===== config.mk =====
export PLATFORM = sky130hd
export DESIGN_NAME = gaussian_heatmap_pixel_top_flat
export DESIGN_NICKNAME = d
export VERILOG_FILES = /design/src/hw/rtl/ghp_pkg.sv /design/src/hw/rtl/ghp_pix_if.sv /design/src/hw/rtl/ghp_heat_if.sv /design/src/hw/rtl/ghp_cfg_if.sv /design/src/hw/rtl/gaussian_heatmap_pixel_top.sv /design/src/flat_wrapper.sv
export SDC_FILE = /design/constraint.sdc
export NUM_CORES = 2
export LEC_CHECK = 0
export ABC_AREA = 0
export BUFFER_PORTS_ARGS = -buffer_cell sky130_fd_sc_hd__buf_2
export CORE_ASPECT_RATIO = 1.2
export CORE_UTILIZATION = 47
export CTS_BUF_LIST = sky130_fd_sc_hd__clkbuf_8
export CTS_CLUSTER_DIAMETER = 100
export DETAILED_ROUTE_END_ITERATION = 10
export HOLD_SLACK_MARGIN = 0.03
export MAX_ROUTING_LAYER = met4
export PLACE_DENSITY_LB_ADDON = 0.15
export SLEW_MARGIN = 20
export SYNTH_ARGS = -nofsm -noshare
export SYNTH_HDL_FRONTEND = slang
export SYNTH_SLANG_ARGS = --single-unit

===== constraint.sdc =====
create_clock -name clk_i -period 6.7 [get_ports clk_i]
set_input_delay 0.67 -clock clk_i [delete_from_list [all_inputs] [get_ports clk_i]]
set_output_delay 0.67 -clock clk_i [all_outputs]
set_load 0.01 [all_outputs]

===== src/hw/rtl/ghp_pkg.sv =====
// Shared widths, register indexes and the exponent fraction table of the heatmap pixel block.
`default_nettype none

package ghp_pkg;

  localparam int unsigned COORD_W    = 10;
  localparam int unsigned INV_VAR_W  = 24;
  localparam int unsigned HEAT_W     = 15;
  localparam int unsigned CFG_IDX_W  = 2;
  localparam int unsigned CFG_DATA_W = 24;

  typedef enum logic [CFG_IDX_W-1:0] {
    REG_CENTER_ROW  = 2'd0,
    REG_CENTER_COL  = 2'd1,
    REG_INV_TWO_VAR = 2'd2
  } cfg_reg_e;

  localparam logic [INV_VAR_W-1:0] INV_TWO_VAR_RESET = 24'd19022;

  localparam int unsigned EXP_TABLE_DEPTH = 64;
  localparam int unsigned EXP_IDX_W       = $clog2(EXP_TABLE_DEPTH);
  localparam int unsigned EXP_ADDR_W      = $clog2(EXP_TABLE_DEPTH + 1);
  localparam int unsigned EXP_ENTRY_W     = 31;
  localparam int unsigned SERIES_TERMS    = 24;

  localparam logic [63:0] LN2_Q30  = 64'd744261118;
  localparam logic [30:0] LOG2E_Q30 = 31'd1549082005;
  localparam logic [63:0] Q30_ONE  = 64'd1 << 30;

  typedef logic [EXP_ENTRY_W-1:0] exp_entry_t;
  typedef exp_entry_t exp_tab_t [EXP_TABLE_DEPTH+1];

  // Entry i holds 2^-(i/EXP_TABLE_DEPTH) in Q.30 from a truncated Taylor series of exp(-z).
  function automatic exp_tab_t build_exp_table();
    exp_tab_t    tab;
    logic [63:0] z;
    logic [63:0] term;
    longint      sum;
    for (int i = 0; i <= EXP_TABLE_DEPTH; i++) begin
      z    = (64'(i) * LN2_Q30 + 64'(EXP_TABLE_DEPTH / 2)) / EXP_TABLE_DEPTH;
      term = Q30_ONE;
      sum  = longint'(Q30_ONE);
      for (int n = 1; n <= SERIES_TERMS; n++) begin
        term = ((term * z) >> 30) / 64'(n);
        if ((n % 2) == 1) begin
          sum = sum - longint'(term);
        end else begin
          sum = sum + longint'(term);
        end
      end
      if (sum < 0) begin
        tab[i] = '0;
      end else begin
        tab[i] = EXP_ENTRY_W'(sum);
      end
    end
    return tab;
  endfunction

  localparam exp_tab_t EXP_TABLE = build_exp_table();

endpackage

`default_nettype wire


===== src/hw/rtl/ghp_pix_if.sv =====
// Pixel coordinate channel of the heatmap pixel block.
`default_nettype none

interface ghp_pix_if;
  import ghp_pkg::*;

  logic               valid;
  logic               ready;
  logic [COORD_W-1:0] pixel_row;
  logic [COORD_W-1:0] pixel_col;

  modport source (output valid, output pixel_row, output pixel_col, input ready);
  modport sink   (input valid, input pixel_row, input pixel_col, output ready);
endinterface

`default_nettype wire


===== src/hw/rtl/ghp_heat_if.sv =====
// Heatmap value channel of the heatmap pixel block.
`default_nettype none

interface ghp_heat_if;
  import ghp_pkg::*;

  logic              valid;
  logic              ready;
  logic [HEAT_W-1:0] heat_value;

  modport source (output valid, output heat_value, input ready);
  modport sink   (input valid, input heat_value, output ready);
endinterface

`default_nettype wire


===== src/hw/rtl/ghp_cfg_if.sv =====
// Register write channel of the heatmap pixel block.
`default_nettype none

interface ghp_cfg_if;
  import ghp_pkg::*;

  logic                  valid;
  logic                  ready;
  logic [CFG_IDX_W-1:0]  index;
  logic [CFG_DATA_W-1:0] data;

  modport source (output valid, output index, output data, input ready);
  modport sink   (input valid, input index, input data, output ready);
endinterface

`default_nettype wire


===== src/hw/rtl/gaussian_heatmap_pixel_top.sv =====
// Top level of the Gaussian keypoint heatmap pixel pipeline.
// One pixel beat is taken every clock unless heat_o.ready stalls the pipeline.
// The pipeline has nine register stages, each with at most one multiply in depth.
// Reset empties the pipeline and sets the center to row 0, column 0 and inv_two_var
// to 19022 (sigma 21). Register writes take effect at once and are always accepted.
`default_nettype none

module gaussian_heatmap_pixel_top (
  input  wire         clk_i,
  input  wire         rst_ni,
  ghp_pix_if.sink     pix_i,
  ghp_cfg_if.sink     cfg_i,
  ghp_heat_if.source  heat_o
);
  import ghp_pkg::*;

  localparam int unsigned NSTAGE = 9;
  localparam int unsigned D2_W   = 2 * COORD_W + 1;
  localparam int unsigned T_W    = D2_W + INV_VAR_W;
  localparam int unsigned TL_W   = 29;
  localparam int unsigned YP_W   = TL_W + 31;
  localparam int unsigned Y_W    = 29;
  localparam int unsigned K_W    = 5;
  localparam int unsigned FR_W   = 24;
  localparam int unsigned PR_W   = EXP_ENTRY_W + FR_W;
  localparam int unsigned X_W    = EXP_ENTRY_W + 7;
  localparam logic [T_W-1:0] FLUSH_LIMIT = T_W'(1) << 28;

  logic [COORD_W-1:0]   center_row_q;
  logic [COORD_W-1:0]   center_col_q;
  logic [INV_VAR_W-1:0] inv_two_var_q;

  logic [NSTAGE-1:0] valid_q;
  logic [NSTAGE-1:0] adv;

  logic [COORD_W-1:0] dr_d, dc_d, dr_q, dc_q;
  logic [2*COORD_W-1:0] sq_r, sq_c;
  logic [D2_W-1:0] d2_q;
  logic [T_W-1:0] t_q;
  logic [YP_W-1:0] y_sum;
  logic [Y_W-1:0] y_q;
  logic flush3_q;

  logic [EXP_IDX_W-1:0]  tab_idx;
  logic [EXP_ADDR_W-1:0] addr_a, addr_b;
  exp_entry_t            ent_a, ent_b;
  exp_entry_t            a4_q, diff4_q, a5_q, v_d, v_q;
  logic [FR_W-1:0]       w4_q;
  logic [K_W-1:0]        k4_q, k5_q, k6_q, k7_q;
  logic                  flush4_q, flush5_q, flush6_q, flush7_q;
  logic [PR_W-1:0]       prod_q;
  logic [PR_W:0]         rnd_sum;
  logic [X_W-1:0]        x_q;
  logic [5:0]            shamt;
  logic [X_W-1:0]        q_shift;
  logic [X_W:0]          q_inc;
  logic [HEAT_W-1:0]     heat_d, heat_q;

  // Configuration registers.
  assign cfg_i.ready = 1'b1;

  always_ff @(posedge clk_i or negedge rst_ni) begin
    if (!rst_ni) begin
      center_row_q  <= '0;
      center_col_q  <= '0;
      inv_two_var_q <= INV_TWO_VAR_RESET;
    end else if (cfg_i.valid) begin
      case (cfg_i.index)
        REG_CENTER_ROW:  center_row_q  <= cfg_i.data[COORD_W-1:0];
        REG_CENTER_COL:  center_col_q  <= cfg_i.data[COORD_W-1:0];
        REG_INV_TWO_VAR: inv_two_var_q <= cfg_i.data[INV_VAR_W-1:0];
        default: ;
      endcase
    end
  end

  // A stage moves on when it is empty or when the stage after it moves.
  always_comb begin
    adv[NSTAGE-1] = !valid_q[NSTAGE-1] || heat_o.ready;
    for (int i = NSTAGE - 2; i >= 0; i--) begin
      adv[i] = !valid_q[i] || adv[i+1];
    end
  end

  assign pix_i.ready = adv[0];

  always_ff @(posedge clk_i or negedge rst_ni) begin
    if (!rst_ni) begin
      valid_q <= '0;
    end else begin
      if (adv[0]) begin
        valid_q[0] <= pix_i.valid;
      end
      for (int i = 1; i < NSTAGE; i++) begin
        if (adv[i]) begin
          valid_q[i] <= valid_q[i-1];
        end
      end
    end
  end

  // Absolute coordinate differences.
  assign dr_d = (pix_i.pixel_row >= center_row_q) ? pix_i.pixel_row - center_row_q
                                                  : center_row_q - pix_i.pixel_row;
  assign dc_d = (pix_i.pixel_col >= center_col_q) ? pix_i.pixel_col - center_col_q
                                                  : center_col_q - pix_i.pixel_col;

  assign sq_r = (2*COORD_W)'(dr_q) * (2*COORD_W)'(dr_q);
  assign sq_c = (2*COORD_W)'(dc_q) * (2*COORD_W)'(dc_q);

  assign y_sum = YP_W'(t_q[TL_W-1:0]) * YP_W'(LOG2E_Q30) + (YP_W'(1) << 29);

  // Table lookup on the top bits of the fraction, interpolation weight from the rest.
  assign tab_idx = y_q[FR_W-1 -: EXP_IDX_W];
  assign addr_a  = EXP_ADDR_W'(tab_idx);
  assign addr_b  = addr_a + EXP_ADDR_W'(1);
  assign ent_a   = EXP_TABLE[addr_a];
  assign ent_b   = EXP_TABLE[addr_b];

  assign rnd_sum = (PR_W+1)'(prod_q) + ((PR_W+1)'(1) << 23);
  assign v_d     = a5_q - EXP_ENTRY_W'(rnd_sum >> 24);

  assign shamt   = 6'(k7_q) + 6'd21;
  assign q_shift = x_q >> shamt;
  assign q_inc   = (X_W+1)'(q_shift) + (X_W+1)'(1);
  assign heat_d  = flush7_q ? '0 : HEAT_W'(q_inc >> 1);

  always_ff @(posedge clk_i) begin
    if (adv[0]) begin
      dr_q <= dr_d;
      dc_q <= dc_d;
    end
    if (adv[1]) begin
      d2_q <= D2_W'(sq_r) + D2_W'(sq_c);
    end
    if (adv[2]) begin
      t_q <= T_W'(d2_q) * T_W'(inv_two_var_q);
    end
    if (adv[3]) begin
      y_q      <= y_sum[Y_W+29:30];
      flush3_q <= t_q > FLUSH_LIMIT;
    end
    if (adv[4]) begin
      a4_q     <= ent_a;
      diff4_q  <= (ent_a > ent_b) ? ent_a - ent_b : '0;
      w4_q     <= {y_q[FR_W-EXP_IDX_W-1:0], EXP_IDX_W'(0)};
      k4_q     <= y_q[Y_W-1:FR_W];
      flush4_q <= flush3_q;
    end
    if (adv[5]) begin
      prod_q   <= PR_W'(diff4_q) * PR_W'(w4_q);
      a5_q     <= a4_q;
      k5_q     <= k4_q;
      flush5_q <= flush4_q;
    end
    if (adv[6]) begin
      v_q      <= v_d;
      k6_q     <= k5_q;
      flush6_q <= flush5_q;
    end
    if (adv[7]) begin
      x_q      <= X_W'(v_q) * X_W'(100);
      k7_q     <= k6_q;
      flush7_q <= flush6_q;
    end
    if (adv[8]) begin
      heat_q <= heat_d;
    end
  end

  assign heat_o.valid      = valid_q[NSTAGE-1];
  assign heat_o.heat_value = heat_q;

endmodule

`default_nettype wire


===== src/flat_wrapper.sv =====
// flat-port wrapper written by rule: the top's interface ports become plain ports
module gaussian_heatmap_pixel_top_flat import ghp_pkg::*;
  (clk_i, rst_ni, pix_i_valid, pix_i_pixel_row, pix_i_pixel_col, pix_i_ready, cfg_i_valid, cfg_i_index, cfg_i_data, cfg_i_ready, heat_o_valid, heat_o_heat_value, heat_o_ready);
  ghp_pix_if pix_i_i ();
  ghp_cfg_if cfg_i_i ();
  ghp_heat_if heat_o_i ();
  input  wire clk_i;
  input  wire rst_ni;
  input wire logic [$bits(pix_i_i.valid)-1:0] pix_i_valid;
  input wire logic [$bits(pix_i_i.pixel_row)-1:0] pix_i_pixel_row;
  input wire logic [$bits(pix_i_i.pixel_col)-1:0] pix_i_pixel_col;
  output wire logic [$bits(pix_i_i.ready)-1:0] pix_i_ready;
  input wire logic [$bits(cfg_i_i.valid)-1:0] cfg_i_valid;
  input wire logic [$bits(cfg_i_i.index)-1:0] cfg_i_index;
  input wire logic [$bits(cfg_i_i.data)-1:0] cfg_i_data;
  output wire logic [$bits(cfg_i_i.ready)-1:0] cfg_i_ready;
  output wire logic [$bits(heat_o_i.valid)-1:0] heat_o_valid;
  output wire logic [$bits(heat_o_i.heat_value)-1:0] heat_o_heat_value;
  input wire logic [$bits(heat_o_i.ready)-1:0] heat_o_ready;
  assign pix_i_i.valid = pix_i_valid;
  assign pix_i_i.pixel_row = pix_i_pixel_row;
  assign pix_i_i.pixel_col = pix_i_pixel_col;
  assign pix_i_ready = pix_i_i.ready;
  assign cfg_i_i.valid = cfg_i_valid;
  assign cfg_i_i.index = cfg_i_index;
  assign cfg_i_i.data = cfg_i_data;
  assign cfg_i_ready = cfg_i_i.ready;
  assign heat_o_valid = heat_o_i.valid;
  assign heat_o_heat_value = heat_o_i.heat_value;
  assign heat_o_i.ready = heat_o_ready;
  gaussian_heatmap_pixel_top u_core (.clk_i(clk_i), .rst_ni(rst_ni), .pix_i(pix_i_i), .cfg_i(cfg_i_i), .heat_o(heat_o_i));
endmodule

# Word-level counts from Yosys, hierarchy flattened
# Memories as Yosys holds them, arrays and structs flattened.
# Index checks and enable logic that the tools add are counted.
# word_totals
regBits,441
mem_count,2
in_bits,51
rom_bits,7936
elab_cells,93
# mem_list
name,words,word_bits,read_ports,rd_ports_with_merged_regs,write_ports,line_no,source
(no name shown),128,31,1,0,0,gaussian_heatmap_pixel_top.sv:117,assign ent_a = EXP_TABLE[addr_a];
(no name shown),128,31,1,0,0,gaussian_heatmap_pixel_top.sv:118,assign ent_b = EXP_TABLE[addr_b];
# op_classes
bitwise_logic,2
n_mul,6
n_lt_le_gt_ge,6
eq_ne,2
n_reduce_logical,22
shift,1
muxes,6
addsub,12
# ops
cell,count
2-to-1 mux 31 bit,4
subtractor 31 bit,2
adder 59 x 30 -> 59 bit (second input constant),1
multiplier 29 x 31 -> 59 bit (second input constant),1
adder 55 x 24 -> 55 bit (second input constant),1
multiplier 31 x 18 -> 49 bit,1
greater-than comparator 45 x 29 -> 1 bit (second input constant),1
multiplier 21 x 24 -> 45 bit,1
multiplier 10 x 10 -> 20 bit,2
subtractor 10 bit,4
right shift 38 x 6 -> 16 bit,1
multiplier 31 x 5 -> 36 bit (second input constant),1
greater-than comparator 31 bit,1
adder 20 x 20 -> 21 bit,1
>= comparator 10 bit,2
2-to-1 mux 10 bit,2
adder 16 x 1 -> 16 bit (second input constant),1
>= comparator 8 bit (second input constant),2
zero test 1 bit,9
logical OR 1 bit,9
NOT 6 -> 8 bit,1
NOT 7 -> 8 bit,1
adder 6 x 1 -> 7 bit (second input constant),1
adder 5 x 5 -> 6 bit (second input constant),1
4 further kinds,6

# Depth between registers and ports, before layout
# logic_depth
depth_word,10
mapped_depth,28
mapped_depth_nobuf,28

# Worst setup path after synthesis
# No wires, ideal clock.
# synth_path
path_kind,reg2reg
startpoint,reg u_core.t_q[18]
endpoint,reg u_core.y_q[22] (data pin)
path_stages_with_launch,26
path_slack_ns,-0.575
n_path_buf,0
setup_time_ns,0.264
period_less_slack_ns,7.275
arrival_time_ns,7.011
path_cell_list,edfxtp_1 -> inv_1 -> ha_1 -> inv_1 -> fa_1 -> fa_1 -> inv_1 -> fa_1 -> fa_1 -> fa_1 -> fa_1 -> inv_1 -> fa_1 -> inv_1 -> ha_1 -> nand4_1 -> nor3_1 -> a22oi_1 -> nand3_1 -> o2111ai_1 -> a21oi_1 -> o31ai_1 -> nand2b_1 -> a221o_1 -> nor2b_1 -> o41a_1
# synth_between
elab_chain_cells,2
# synth_rtl
item,line_no,source
from (decl),gaussian_heatmap_pixel_top.sv:39,logic [T_W-1:0] t_q;
from (signal assigned),gaussian_heatmap_pixel_top.sv:137,t_q <= T_W'(d2_q) * T_W'(inv_two_var_q);
multiplier 29 x 31 -> 59 bit,gaussian_heatmap_pixel_top.sv:111,assign y_sum = YP_W'(t_q[TL_W-1:0]) * YP_W'(LOG2E_Q30) + (YP_W'(1) << 29);
adder 59 x 30 -> 59 bit,gaussian_heatmap_pixel_top.sv:111,
named net u_core.y_sum[52],gaussian_heatmap_pixel_top.sv:40,logic [YP_W-1:0] y_sum;
to (signal assigned),gaussian_heatmap_pixel_top.sv:140,y_q <= y_sum[Y_W+29:30];
to (decl),gaussian_heatmap_pixel_top.sv:41,logic [Y_W-1:0] y_q;
# The timed path passes the listed nets, and every way through them passes these cells.
# A chain may end at the register's enable or synchronous reset.

# Worst setup path after layout
# layout_path
startpoint,reg u_core.t_q[17]
endpoint,reg u_core.y_q[22] (data pin)
# The elaborated chain is that of the path after synthesis.

==> results.md <==
* Status: finished with violations
* Failing checks: setup timing
* Main combinational cell family by area after synthesis: adder cells
* Crit path launch: u_core.t_q[17]
* CP required at 7.21 ns
* DRT antenna net count at 0
* Number of remaining DRC errors at 0
* Syn Nets at 10.85k
* Dpl hpwl at 202500 µm
* Global-route usage over all layers at 0.2955
* # H-tree levels at 3
* Area after DPL at 88520 µm²
* Adder-Cell Fraction of Synth Area at 0.4967
* Synth Area in Compound Gates at 0.08090
* Setup crit end: u_core.y_q[22]
* Post-synth EDFFs at 346
* Max-Cap Viols at 0
* GPL Wtd Cong at 1.002
* Post-layout instance area at 93190 µm²
* Starting Density at 0.4727
* Pins Over Slew Limit at 0
* Tcrit/Tclk final at 1.113
* Clock Skew at 0.1178 ns
* Reg2reg setup slack at -0.76 ns
* Post-Synth Simple-Gate Area at 0.1274
* Yosys top cell area share at 0.3462
* RR Endpoint: u_core.y_q[22]
* Netlist cell types at 89
* Share of cells above drive strength 1 at 0.1671
* TritonCTS clock tree: yes
* Rows at 165
* Flops & latches, synth at 399
* Setup violators final at 50
* Initial DRT Pass Iterations at 6
* Worst-margin pin slew at 1.025 ns
* Setup TNS at -16.32 ns
* Number of cells on the worst reg-to-reg path at 25
* Setup Crit Path Kind: register to register
* Synth Area in XOR/XNOR at 0.02706
* RSZ-0062 raised after global routing: yes
* Die width at 377.8 µm
* Fmax at 0.1341 GHz
* Latest clock arrival within the worst-skew pair at 0.85 ns
* Syn Area/Cell at 9.411 µm²
* Die Y-Extent at 452.9 µm
* Final Hold Viols at 0
* Setup ws final at -0.7583 ns
* Vias post-DR at 60.73k
* Hold WS at 0.1172 ns
* Post-synthesis mux area share at 0.01362
* R2R Path Start: u_core.t_q[17]
* Nets at 11.61k
* Main synth FF type: edfxtp_1
* Metal-1 WL at 93050 µm
* Area Growth Syn to Fin at 17.03%
* Crit start category: register
* Asr flop ratio synth at 0.1328
* Slew HR at 0.3138
* Crit. End Element: register
* Seq/Total Area, Yosys at 0.1472
* Max Used Layer: met4
* Fill cell count at 15.30k
* Crit path time final at 7.458 ns
* Largest net degree at the start of global routing at 67
* Synth top cells by count: 1888 x inv_1, 1377 x fa_1, 958 x ha_1
* Hold Crit Class: input pin to register
* YS warnings at 0
* Vias per cell at 5.260
* Num ports at 69
* Port Buffers at 67
* Overall routed net length at 239500 µm
* Vias in the first global route at 65.94k
* Clock root buffer: clkbuf_8
* Leading area contributor after synthesis: fa_1
* Gr ovfl total at 0
* Setup WS pre-CTS at -1.179 ns
* Clock buffer depth at 3
* Most frequent cell after synthesis: inv_1
* First-pass GRT wire length at 374400 µm
* Syn Inst Count at 8462
* Post-Syn Area at 79630 µm²
* Initial antenna violation count at 3
* DR WL met2 at 124800 µm
* Number of CTS-inserted buffers at 79
* Synth top area cells: fa_1 35%, ha_1 15%, edfxtp_1 13%
* Critical Path Fanout Max at 4
* Drt initial violations at 3074
* Clock sinks at 399
* WL met3 at 9040 µm
* Die area at 171100 µm²
* Core ar. at 168500 µm²
* Clk slew on worst S/H paths at 0.06 ns
* Critical Path AT at 7.97 ns
* Drt wl/cell at 20.74 µm
sequential cells by signal, summed over array words and instances, names as in the netlist, 15 cells and up:
name	count
u_core.v_q	31
u_core.diff4_q	31
u_core.x_q	17
u_core.t_q	45
u_core.d2_q	21
u_core.a5_q	31
u_core.prod_q	32
u_core.w4_q	18
u_core.inv_two_var_q	24
u_core.heat_o.heat_value	15
u_core.y_q	29
u_core.a4_q	31
worst min path at each step:
stage	end	slack, ns	cells past startpoint	start
4_1_cts	u_core.inv_two_var_q[10]	0.04	2	cfg_i_data[10]
3_3_place_gp	u_core.k4_q[4]	0.40	0	u_core.y_q[28]
3_5_place_dp	u_core.a5_q[10]	0.40	0	u_core.a4_q[10]
6_report	u_core.inv_two_var_q[10]	0.12	2	cfg_i_data[10]
2_1_floorplan	u_core.center_col_q[0]	0.37	0	rst_ni
5_1_grt	u_core.inv_two_var_q[10]	0.09	2	cfg_i_data[10]
logic make-up after synthesis:
family	Yosys count
AO/OA/AOI/OAI	998
XOR/XNOR	246
adder cells (fa/ha/maj)	2335
buffers and inverters	2259
flip-flops	399
multiplexers	88
other	1
AND/OR/NAND/NOR	2136
cells in the final DEF, fill, tap and decap left out, types with 34 or more instances in the layout:
master | Yosys | final
ha_4 | 0 | 37
nand3_1 | 84 | 79
xnor2_1 | 167 | 148
nand2_1 | 925 | 916
buf_2 | 9 | 68
buf_12 | 0 | 44
inv_1 | 1888 | 1853
dfrtp_1 | 46 | 36
fa_2 | 0 | 34
ha_1 | 958 | 916
inv_2 | 0 | 47
xor2_1 | 79 | 74
nor3_1 | 91 | 84
buf_6 | 3 | 59
a21oi_1 | 287 | 247
clkbuf_8 | 0 | 81
and2_1 | 490 | 467
nand2b_1 | 39 | 39
fa_1 | 1377 | 1343
nor2_1 | 308 | 295
mux2_2 | 43 | 43
a31oi_1 | 41 | 38
a21o_1 | 101 | 101
nor2b_1 | 48 | 45
nand4_1 | 41 | 41
edfxtp_1 | 346 | 346
a211oi_1 | 64 | 57
buf_4 | 3 | 856
o21ai_0 | 218 | 206
o211ai_1 | 38 | 38
critical path, cell delays in order, from the launching register on:
cell       delay (ns)
edfxtp_1         0.47
buf_6            0.17
ha_4             0.26
inv_2            0.03
fa_1             0.49
inv_2            0.05
fa_2             0.44
fa_2             0.37
fa_2             0.61
fa_1             0.48
fa_1             0.57
fa_1             0.43
ha_1             0.32
buf_4            0.14
a21oi_1          0.12
nand2_1          0.08
a21oi_2          0.19
nand3_4          0.14
o2111ai_4        0.33
buf_6            0.15
a21oi_4          0.05
o31ai_4          0.23
nand2b_1         0.12
a221o_1          0.41
nor2b_4          0.15
o41a_1           0.32
per-layer routing:
metal,GRT usage,up-vias
met5,-,-
met4,0.1348,0
met3,0.02636,519
met2,0.5245,1462
met1,0.3364,30731
li1,-,28021
area by class of cell:
type | instances | area, µm² | share of cell area
sequential | 399 | 11740 | 0.1260
inverter | 1895 | 7113 | 0.07633
antenna | 3 | 7.507 | 0.00008056
timing repair buffer | 1046 | 8544 | 0.09169
tap | 2254 | 2820 | 0.03026
clock buffer | 81 | 1115 | 0.01196
multi-input combinational | 5804 | 61190 | 0.6566
clock inverter | 64 | 658.1 | 0.007062
per-stage QoR:
stage	cells	utilization
floorplan	8462	-
global placement	11287	0.5255
detailed placement	11287	0.5255
CTS	11497	0.5453
global route	11545	0.5532
finish	11546	0.5532
repair_timing:
action / in CTS / in global routing
cloned: 1 / 2
resized for setup: 221 / 211
pin swaps: 146 / 162
endpoints found under the hold margin: 23 / 0
hold buffers: 13 / 0
endpoints found under the setup margin: 74 / 107
setup buffers: 65 / 56
Power is not shown: default switching activity piles up to over one toggle a cycle in this logic, so the estimate is an artifact.
